--- config.mk ---
export PLATFORM = sky130hd
export DESIGN_NAME = bounded_min_priority_queue_top
export DESIGN_NICKNAME = d
export VERILOG_FILES = /design/src/rtl/bmpq_pkg.sv /design/src/rtl/bmpq_ram.sv /design/src/rtl/bounded_min_priority_queue_top.sv
export SDC_FILE = /design/constraint.sdc
export NUM_CORES = 1
export LEC_CHECK = 0
export BUFFER_PORTS_ARGS = -buffer_cell sky130_fd_sc_hd__buf_2
export CELL_PAD_IN_SITES_DETAIL_PLACEMENT = 0
export CELL_PAD_IN_SITES_GLOBAL_PLACEMENT = 2
export CORE_MARGIN = 10
export CORE_UTILIZATION = 44
export DETAILED_ROUTE_END_ITERATION = 7
export PLACE_DENSITY = 0.81
export SKIP_LAST_GASP = 1
export SYNTH_ARGS = -nofsm -noshare
export SYNTH_HDL_FRONTEND = slang
export SYNTH_SLANG_ARGS = --single-unit
--- constraint.sdc ---
create_clock -name clk -period 15.6 [get_ports clk]
set_clock_uncertainty 0.2 [all_clocks]
set_input_delay 0.78 -clock clk [delete_from_list [all_inputs] [get_ports clk]]
set_output_delay 0.78 -clock clk [all_outputs]
set_load 0.05 [all_outputs]
--- src/rtl/bmpq_pkg.sv ---
`timescale 1ns / 1ps
// Shared types and constants for the bounded min-priority queue.
// Depends on nothing; the top level uses it by scoped names, bmpq_ram does not.

package bmpq_pkg;

    localparam int CAPACITY   = 8;
    localparam int PRICE_BITS = 31;
    localparam int TAG_BITS   = 16;

    // Heap slot index, entry count (holds CAPACITY itself) and child index.
    localparam int IDX_BITS   = $clog2(CAPACITY);
    localparam int CNT_BITS   = $clog2(CAPACITY + 1);
    localparam int CHILD_BITS = IDX_BITS + 2;

    typedef struct packed {
        logic [PRICE_BITS-1:0] price;
        logic [TAG_BITS-1:0]   tag;
    } entry_t;

    localparam int ENTRY_BITS = $bits(entry_t);

    typedef enum logic [2:0] {
        ST_INSERTED  = 3'd0,
        ST_FULL      = 3'd1,
        ST_DUPLICATE = 3'd2,
        ST_EXTRACTED = 3'd3,
        ST_EMPTY     = 3'd4
    } status_t;

    typedef enum logic {
        OP_INSERT  = 1'b0,
        OP_EXTRACT = 1'b1
    } op_t;

    typedef enum logic [3:0] {
        S_IDLE,
        S_SCAN_RD,
        S_SCAN_CMP,
        S_UP_RD,
        S_UP_CMP,
        S_EXT_RD,
        S_EXT_CMP,
        S_DN_RD,
        S_DN_CMP
    } state_t;

endpackage

--- src/rtl/bmpq_ram.sv ---
`timescale 1ns / 1ps
// Generic RAM: one synchronous write port, two read ports with registered data.
// Stands alone; the heap storage of the queue lives here.

module bmpq_ram #(
    parameter int DEPTH     = 8,
    parameter int DATA_BITS = 47
) (
    input  logic                     clk,
    input  logic                     wr_en,
    input  logic [$clog2(DEPTH)-1:0] wr_addr,
    input  logic [DATA_BITS-1:0]     wr_data,
    input  logic [$clog2(DEPTH)-1:0] rd_a_addr,
    output logic [DATA_BITS-1:0]     rd_a_data,
    input  logic [$clog2(DEPTH)-1:0] rd_b_addr,
    output logic [DATA_BITS-1:0]     rd_b_data
);

    logic [DATA_BITS-1:0] mem [DEPTH];

    always_ff @(posedge clk)
    begin
        if (wr_en)
        begin
            mem[wr_addr] <= wr_data;
        end
        rd_a_data <= mem[rd_a_addr];
        rd_b_data <= mem[rd_b_addr];
    end

endmodule

--- src/rtl/bounded_min_priority_queue_top.sv ---
`timescale 1ns / 1ps
// Top level of the bounded min-priority queue: sequencer and heap datapath.
// Depends on bmpq_pkg and bmpq_ram.
//
//  channel   handshake        payload                                 accepted when
//  command   start / busy     operation, new_price, new_tag           start && !busy
//  result    done (strobe)    status, out_price, out_tag, occupancy   done, one cycle
//
// Every beat of the heap goes through the RAM, whose read data arrives in the cycle
// after the address. An extract on an empty queue answers in the cycle after start.
// An insert into a non-empty queue scans its n entries for a duplicate tag, two slots
// per read beat; unless a duplicate or a full queue ends it, the entry then rises one
// level per read and compare while its parent is higher, until it reaches the root.
// An extract sinks the last entry from the root. A new command waits for busy to fall.
// Reset empties the queue at once; no clearing pass runs. The receiver cannot
// stall: done rises for one cycle, and busy may fall in that same cycle.

module bounded_min_priority_queue_top (
    input  logic                           clk,
    input  logic                           rst_n,
    input  logic                           start,
    output logic                           busy,
    input  logic                           operation,
    input  logic [bmpq_pkg::PRICE_BITS-1:0] new_price,
    input  logic [bmpq_pkg::TAG_BITS-1:0]   new_tag,
    output logic                           done,
    output logic [2:0]                     status,
    output logic [bmpq_pkg::PRICE_BITS-1:0] out_price,
    output logic [bmpq_pkg::TAG_BITS-1:0]   out_tag,
    output logic [bmpq_pkg::CNT_BITS-1:0]   occupancy
);

    localparam int IDX_BITS   = bmpq_pkg::IDX_BITS;
    localparam int CNT_BITS   = bmpq_pkg::CNT_BITS;
    localparam int CHILD_BITS = bmpq_pkg::CHILD_BITS;

    // Control state.
    bmpq_pkg::state_t            state_reg, state_next;
    logic [CNT_BITS-1:0]         count_reg, count_next;
    logic [IDX_BITS-1:0]         pos_reg, pos_next;
    logic [CNT_BITS-1:0]         scan_reg, scan_next;
    logic                        dup_reg, dup_next;
    logic                        done_reg, done_next;

    // Payload registers.
    bmpq_pkg::entry_t            item_reg, item_next;
    bmpq_pkg::entry_t            hold_reg, hold_next;
    bmpq_pkg::status_t           status_reg, status_next;
    logic [bmpq_pkg::PRICE_BITS-1:0] out_price_reg, out_price_next;
    logic [bmpq_pkg::TAG_BITS-1:0]   out_tag_reg, out_tag_next;
    logic [CNT_BITS-1:0]         occ_reg, occ_next;

    // RAM ports.
    logic                            wr_en;
    logic [IDX_BITS-1:0]             wr_addr;
    bmpq_pkg::entry_t                wr_data;
    logic [IDX_BITS-1:0]             rd_a_addr, rd_b_addr;
    logic [bmpq_pkg::ENTRY_BITS-1:0] rd_a_data, rd_b_data;
    bmpq_pkg::entry_t                rd_a, rd_b;

    // Shared decisions.
    logic                  accept;
    logic [CHILD_BITS-1:0] child_l, child_r, cnt_ext;
    logic                  take_l, take_r, sift_stop;
    logic [bmpq_pkg::PRICE_BITS-1:0] best_price;
    logic [IDX_BITS-1:0]   best_idx, parent_idx;
    bmpq_pkg::entry_t      best_ent;
    logic                  up_move;
    logic [CNT_BITS:0]     scan_plus1, scan_plus2;
    logic                  hit_a, hit_b, scan_last, dup_now, is_full;

    bmpq_ram #(
        .DEPTH     (bmpq_pkg::CAPACITY),
        .DATA_BITS (bmpq_pkg::ENTRY_BITS)
    ) u_ram (
        .clk       (clk),
        .wr_en     (wr_en),
        .wr_addr   (wr_addr),
        .wr_data   (wr_data),
        .rd_a_addr (rd_a_addr),
        .rd_a_data (rd_a_data),
        .rd_b_addr (rd_b_addr),
        .rd_b_data (rd_b_data)
    );

    assign rd_a   = bmpq_pkg::entry_t'(rd_a_data);
    assign rd_b   = bmpq_pkg::entry_t'(rd_b_data);
    assign accept = start && !busy;

    // Sift-down: the moving entry sits in item_reg while its slot stays a hole.
    assign cnt_ext    = CHILD_BITS'(count_reg);
    assign child_l    = (CHILD_BITS'(pos_reg) << 1) + CHILD_BITS'(1);
    assign child_r    = child_l + CHILD_BITS'(1);
    assign take_l     = (child_l < cnt_ext) && (rd_a.price < item_reg.price);
    assign best_price = take_l ? rd_a.price : item_reg.price;
    assign take_r     = (child_r < cnt_ext) && (rd_b.price < best_price);
    assign sift_stop  = !take_l && !take_r;
    assign best_idx   = take_r ? child_r[IDX_BITS-1:0] : child_l[IDX_BITS-1:0];
    assign best_ent   = take_r ? rd_b : rd_a;

    // Sift-up moves only past a parent with a strictly higher price.
    assign parent_idx = IDX_BITS'((pos_reg - IDX_BITS'(1)) >> 1);
    assign up_move    = item_reg.price < rd_a.price;

    // Duplicate scan covers two slots per read beat.
    assign scan_plus1 = {1'b0, scan_reg} + (CNT_BITS + 1)'(1);
    assign scan_plus2 = {1'b0, scan_reg} + (CNT_BITS + 1)'(2);
    assign hit_a      = (scan_reg < count_reg) && (rd_a.tag == item_reg.tag);
    assign hit_b      = (scan_plus1 < {1'b0, count_reg}) && (rd_b.tag == item_reg.tag);
    assign scan_last  = scan_plus2 >= {1'b0, count_reg};
    assign dup_now    = dup_reg || hit_a || hit_b;
    assign is_full    = count_reg == CNT_BITS'(bmpq_pkg::CAPACITY);

    // Next state.
    always_comb
    begin
        state_next = state_reg;
        unique case (state_reg)
            bmpq_pkg::S_IDLE:
            begin
                if (accept)
                begin
                    if (operation == bmpq_pkg::OP_INSERT)
                    begin
                        state_next = (count_reg == '0) ? bmpq_pkg::S_UP_RD
                                                       : bmpq_pkg::S_SCAN_RD;
                    end
                    else if (count_reg != '0)
                    begin
                        state_next = bmpq_pkg::S_EXT_RD;
                    end
                end
            end
            bmpq_pkg::S_SCAN_RD:  state_next = bmpq_pkg::S_SCAN_CMP;
            bmpq_pkg::S_SCAN_CMP:
            begin
                if (!scan_last)
                begin
                    state_next = bmpq_pkg::S_SCAN_RD;
                end
                else if (dup_now || is_full)
                begin
                    state_next = bmpq_pkg::S_IDLE;
                end
                else
                begin
                    state_next = bmpq_pkg::S_UP_RD;
                end
            end
            bmpq_pkg::S_UP_RD:
            begin
                state_next = (pos_reg == '0) ? bmpq_pkg::S_IDLE : bmpq_pkg::S_UP_CMP;
            end
            bmpq_pkg::S_UP_CMP:
            begin
                state_next = up_move ? bmpq_pkg::S_UP_RD : bmpq_pkg::S_IDLE;
            end
            bmpq_pkg::S_EXT_RD:   state_next = bmpq_pkg::S_EXT_CMP;
            bmpq_pkg::S_EXT_CMP:  state_next = bmpq_pkg::S_DN_RD;
            bmpq_pkg::S_DN_RD:    state_next = bmpq_pkg::S_DN_CMP;
            bmpq_pkg::S_DN_CMP:
            begin
                state_next = sift_stop ? bmpq_pkg::S_IDLE : bmpq_pkg::S_DN_RD;
            end
            default:              state_next = bmpq_pkg::S_IDLE;
        endcase
    end

    // Datapath, RAM control and result.
    always_comb
    begin
        count_next     = count_reg;
        pos_next       = pos_reg;
        scan_next      = scan_reg;
        dup_next       = dup_reg;
        item_next      = item_reg;
        hold_next      = hold_reg;
        done_next      = 1'b0;
        status_next    = status_reg;
        out_price_next = out_price_reg;
        out_tag_next   = out_tag_reg;
        occ_next       = occ_reg;
        wr_en          = 1'b0;
        wr_addr        = pos_reg;
        wr_data        = item_reg;
        rd_a_addr      = scan_reg[IDX_BITS-1:0];
        rd_b_addr      = scan_plus1[IDX_BITS-1:0];

        unique case (state_reg)
            bmpq_pkg::S_IDLE:
            begin
                if (accept)
                begin
                    item_next.price = new_price;
                    item_next.tag   = new_tag;
                    scan_next       = '0;
                    dup_next        = 1'b0;
                    if (operation == bmpq_pkg::OP_INSERT)
                    begin
                        if (count_reg == '0)
                        begin
                            pos_next   = '0;
                            count_next = CNT_BITS'(1);
                        end
                    end
                    else if (count_reg == '0)
                    begin
                        done_next      = 1'b1;
                        status_next    = bmpq_pkg::ST_EMPTY;
                        out_price_next = '0;
                        out_tag_next   = '0;
                        occ_next       = count_reg;
                    end
                end
            end
            bmpq_pkg::S_SCAN_RD:
            begin
                rd_a_addr = scan_reg[IDX_BITS-1:0];
                rd_b_addr = scan_plus1[IDX_BITS-1:0];
            end
            bmpq_pkg::S_SCAN_CMP:
            begin
                dup_next  = dup_now;
                scan_next = scan_plus2[CNT_BITS-1:0];
                if (scan_last)
                begin
                    if (dup_now || is_full)
                    begin
                        done_next      = 1'b1;
                        status_next    = dup_now ? bmpq_pkg::ST_DUPLICATE : bmpq_pkg::ST_FULL;
                        out_price_next = '0;
                        out_tag_next   = '0;
                        occ_next       = count_reg;
                    end
                    else
                    begin
                        pos_next   = count_reg[IDX_BITS-1:0];
                        count_next = count_reg + CNT_BITS'(1);
                    end
                end
            end
            bmpq_pkg::S_UP_RD:
            begin
                rd_a_addr = parent_idx;
                if (pos_reg == '0)
                begin
                    wr_en          = 1'b1;
                    wr_addr        = '0;
                    wr_data        = item_reg;
                    done_next      = 1'b1;
                    status_next    = bmpq_pkg::ST_INSERTED;
                    out_price_next = '0;
                    out_tag_next   = '0;
                    occ_next       = count_reg;
                end
            end
            bmpq_pkg::S_UP_CMP:
            begin
                wr_en   = 1'b1;
                wr_addr = pos_reg;
                if (up_move)
                begin
                    wr_data  = rd_a;
                    pos_next = parent_idx;
                end
                else
                begin
                    wr_data        = item_reg;
                    done_next      = 1'b1;
                    status_next    = bmpq_pkg::ST_INSERTED;
                    out_price_next = '0;
                    out_tag_next   = '0;
                    occ_next       = count_reg;
                end
            end
            bmpq_pkg::S_EXT_RD:
            begin
                rd_a_addr = '0;
                rd_b_addr = IDX_BITS'(count_reg - CNT_BITS'(1));
            end
            bmpq_pkg::S_EXT_CMP:
            begin
                // The root leaves; the last entry becomes the one that sinks from slot 0.
                hold_next  = rd_a;
                item_next  = rd_b;
                count_next = count_reg - CNT_BITS'(1);
                pos_next   = '0;
            end
            bmpq_pkg::S_DN_RD:
            begin
                rd_a_addr = child_l[IDX_BITS-1:0];
                rd_b_addr = child_r[IDX_BITS-1:0];
            end
            bmpq_pkg::S_DN_CMP:
            begin
                wr_en   = 1'b1;
                wr_addr = pos_reg;
                if (sift_stop)
                begin
                    wr_data        = item_reg;
                    done_next      = 1'b1;
                    status_next    = bmpq_pkg::ST_EXTRACTED;
                    out_price_next = hold_reg.price;
                    out_tag_next   = hold_reg.tag;
                    occ_next       = count_reg;
                end
                else
                begin
                    wr_data  = best_ent;
                    pos_next = best_idx;
                end
            end
            default:
            begin
                wr_en = 1'b0;
            end
        endcase
    end

    always_ff @(posedge clk or negedge rst_n)
    begin
        if (!rst_n)
        begin
            state_reg <= bmpq_pkg::S_IDLE;
            count_reg <= '0;
            pos_reg   <= '0;
            scan_reg  <= '0;
            dup_reg   <= 1'b0;
            done_reg  <= 1'b0;
        end
        else
        begin
            state_reg <= state_next;
            count_reg <= count_next;
            pos_reg   <= pos_next;
            scan_reg  <= scan_next;
            dup_reg   <= dup_next;
            done_reg  <= done_next;
        end
    end

    always_ff @(posedge clk)
    begin
        item_reg      <= item_next;
        hold_reg      <= hold_next;
        status_reg    <= status_next;
        out_price_reg <= out_price_next;
        out_tag_reg   <= out_tag_next;
        occ_reg       <= occ_next;
    end

    assign busy      = state_reg != bmpq_pkg::S_IDLE;
    assign done      = done_reg;
    assign status    = status_reg;
    assign out_price = out_price_reg;
    assign out_tag   = out_tag_reg;
    assign occupancy = occ_reg;

    a_count_bound: assert property (@(posedge clk) disable iff (!rst_n)
        count_reg <= CNT_BITS'(bmpq_pkg::CAPACITY))
        else $error("entry count exceeds capacity");

    a_accept_progress: assert property (@(posedge clk) disable iff (!rst_n)
        accept |=> (busy || done))
        else $error("accepted beat neither started work nor finished");

    a_zero_payload: assert property (@(posedge clk) disable iff (!rst_n)
        done && (status_reg != bmpq_pkg::ST_EXTRACTED) |-> (out_price == '0 && out_tag == '0))
        else $error("non-extract result carries an entry");

    a_write_busy: assert property (@(posedge clk) disable iff (!rst_n)
        wr_en |-> busy)
        else $error("heap write while idle");

    a_insert_count: assert property (@(posedge clk) disable iff (!rst_n)
        done && (status_reg == bmpq_pkg::ST_INSERTED) |-> (occupancy != '0))
        else $error("insert reported an empty queue");

endmodule
==> impl_metrics.yaml <==
worst_setup_path:
  critPathMaxStageDelay_ns: 0.80
  critical_path_class: "register to register"
  critPathTopFamily: "simple AND/OR/NAND/NOR gates"
  slowest_stage: "nor2_4"
  ff2ff_path_depth: 19
  required_ns: 15.78
  path_cells: "ha_1 -> nand4_1 -> nor4_1 -> nand3_1 -> and3b_1 -> o21ai_4 -> buf_4 -> nor2_1 -> a21oi_1 -> ha_1 -> and4_1 -> a21boi_0 -> a2111oi_0 -> a211oi_1 -> nor2_1 -> o211ai_4 -> buf_4 -> nor2_4 -> a221o_1"
  rrSetupSlack_ns: 8.50
  path_max_fanout: 37
  r2r-start: "item_reg[42]"
  arrival_ns: 7.28
  startpoint_type: "register"
  cp-end-kind: "register"
  critPathBufInv: 2
  rr_endpoint: "u_ram.mem[5][30]"
clock_tree:
  cts-root-buf: "clkbuf_16"
  htree_levels: 3
  cts_buffers: 74
  cts_sinks: 634
  clock_path_buffers: 3
  tritoncts: "yes"
  cts.reportedPaths.clkPinSlew_ns: 0.06
  insertion_delay_ns: 0.63
cells_and_area:
  layout_commonest_cell: "nand2_1"
  nets: 3223
  stdcell_area_mm2: 0.0341
  largest-register: "u_ram.mem"
  drive_gt1_frac: 0.103
  largest_reg_flops: 376
  final_cell_mix: "nand2_1 (1,024), edfxtp_1 (524), nand3_1 (487)"
  final_cells: 4027
  syn_to_final_growth_pct: 13.2
global_route:
  grtUsageTotal: 0.252
  busiest_layer: "met2"
  use_met2: 0.381
  grt_pass1_vias: 23100
  grt.overflow.total: 0
  grt_max_degree: 189
  grt_first_pass_wirelength_um: 150000
  antenna_found_initial: 3
  grt_use_met3: 0.0422
  met1_usage: 0.369
synth:
  synth_warnings: 0
  ys_types: 73
  synthesis.nets: 3197
  synthArstFlopShare: 0.0252
  yosys_most_used_dff: "edfxtp_1"
  synth_cells: 3064
  ys_ff_latch: 634
  synth-edff-count: 524
  syn_area_per_cell_um2: 9.82
  netlist_area_mm2: 0.0301
  ys_seq_area_frac: 0.599
timing:
  fin_setup_tns_ns: 0
  worst_slack_ns: 8.50
  slew_headroom: 0.161
  rsz0062_at_grt: "false"
  slew_viol_final: 0
  fmax_ghz: 0.141
  setup_viol: 0
  tightestPinTransition_ns: 1.26
  hold_viol_final: 0
  post-route-min-period_ns: 7.10
  period_share: 0.455
outcome:
  status: "finished clean"
die:
  io_pins: 107
  coreArea_mm2: 0.0675
  dieArea_mm2: 0.0793
  die_w_um: 282
  die_h_um: 282
  start_util: 0.446
  fp-row-count: 95
min_path:
  whs_path_depth: 0
  holdCritPathClass: "register to register"
  holdPathEnd: "hold_reg[38]"
  hold_start: "u_ram.rd_a_data[38]"
place:
  place_area_mm2: 0.0315
  placedCellCount: 3886
  place_ws_ns: 8.64
  numPortBuffers: 106
  place.gp.congestion: 0.886
  dpl.hpwl_um: 60400
drt:
  wire_per_inst_um: 25.2
  wirelength_um: 102000
  drt_first_iter_violations: 2746
  firstDrtPassIters: 7
  vias_per_cell: 5.94
  drtAntennaViolNets: 0
  drc: 0
  vias: 23900
power_and_ir_drop:
  worst_ir_drop_vdd_uv: 156
  leakage_uw: 0.0135
  power_uw: 8510
  power_density_mw_per_mm2: 250
flow_run:
  maxCapViolCount: 0
[cells in the mapped netlist (19+ instances only)]
| cell type | n | area [µm²] |
|---|---|---|
| nor3_1 | 19 | 95.1 |
| ha_1 | 82 | 1030 |
| and3_1 | 52 | 325 |
| and2_1 | 26 | 163 |
| clkbuf_1 | 166 | 623 |
| a221o_1 | 24 | 240 |
| mux2_2 | 23 | 259 |
| a21oi_1 | 64 | 320 |
| xor2_1 | 32 | 280 |
| edfxtp_1 | 524 | 15700 |
| nor2_1 | 55 | 206 |
| buf_1 | 25 | 93.8 |
| dfxtp_1 | 94 | 1880 |
| nand3_1 | 488 | 2440 |
| nand2_1 | 1026 | 3850 |
| a31oi_1 | 26 | 163 |
| o22ai_1 | 26 | 163 |
| o21ai_0 | 122 | 611 |
| inv_1 | 48 | 180 |
[worst max path at each step]
stage	to	startpoint	cells past startpoint	slack, ns
2_1_floorplan	occupancy[0]	count_reg[2]	9	6.58
3_3_place_gp	u_ram.mem[3][41]	item_reg[38]	16	8.74
3_5_place_dp	u_ram.mem[2][30]	item_reg[42]	19	8.64
4_1_cts	u_ram.mem[3][30]	item_reg[42]	19	8.61
5_1_grt	u_ram.mem[6][30]	item_reg[42]	19	8.12
6_report	u_ram.mem[5][30]	item_reg[42]	19	8.50
[power by group]
| part | switching (µW) | internal, µW | leakage (µW) |
|---|---|---|---|
| logic | 2770 | 1070 | 0.00643 |
| clock network | 715 | 1110 | 0.00126 |
| registers | 343 | 2510 | 0.00577 |
[what timing repair did]
item                      4_1_cts  5_1_grt
gates resized for setup         0        0
hold endpoints to repair       16        0
hold buffers                    1        0
buffers inserted                0        0
[through the flow]
| stage | util | hold WS (ns) |
|---|---|---|
| finish | 0.504 | 0.251 |
| global route | 0.504 | 0.255 |
| CTS | 0.504 | 0.233 |
| floorplan | - | 0.222 |
| detailed placement | 0.466 | 0.238 |
| global placement | 0.466 | 0.231 |
[per-layer routing]
layer  share of wire  up-vias  wire, µm
met2            0.44     1104     44500
met3           0.084      180      8520
met5         0.00011        -        11
met4           0.022        2      2270
li1                -    10900         -
met1            0.46    11800     46200
[kinds of logic (layout without fill, tap and decap cells)]
| logic type | Yosys count | count (layout) | synth area share |
|---|---|---|---|
| multiplexers | 25 | 25 | 0.00927 |
| adder cells (fa/ha/maj) | 82 | 82 | 0.0341 |
| other | 0 | 2 | 0 |
| AO/OA/AOI/OAI | 326 | 326 | 0.0683 |
| XOR/XNOR | 36 | 36 | 0.0105 |
| flip-flops | 634 | 634 | 0.599 |
| AND/OR/NAND/NOR | 1713 | 1713 | 0.247 |
| buffers and inverters | 248 | 336 | 0.0322 |
[worst reg2reg max path, delay by kind of cell (launching register included)]
kind                     cells  cell delay (ns)
AND/OR/NAND/NOR              8             2.67
buffers and inverters        2             0.82
flip-flops                   1             0.42
AO/OA/AOI/OAI                7             2.13
adder cells (fa/ha/maj)      2             0.60
[final cells by class]
| type | instances | area (µm²) |
|---|---|---|
| tap | 873 | 1090 |
| timing repair buffer | 148 | 861 |
| antenna | 2 | 5.00 |
| fill | 6114 | 33500 |
| sequential | 634 | 18000 |
| multi-input combinational | 2182 | 11300 |
| clock buffer | 96 | 2080 |
| clock inverter | 42 | 499 |
| inverter | 50 | 190 |
Note: power is estimated with default switching activity, not from simulation.
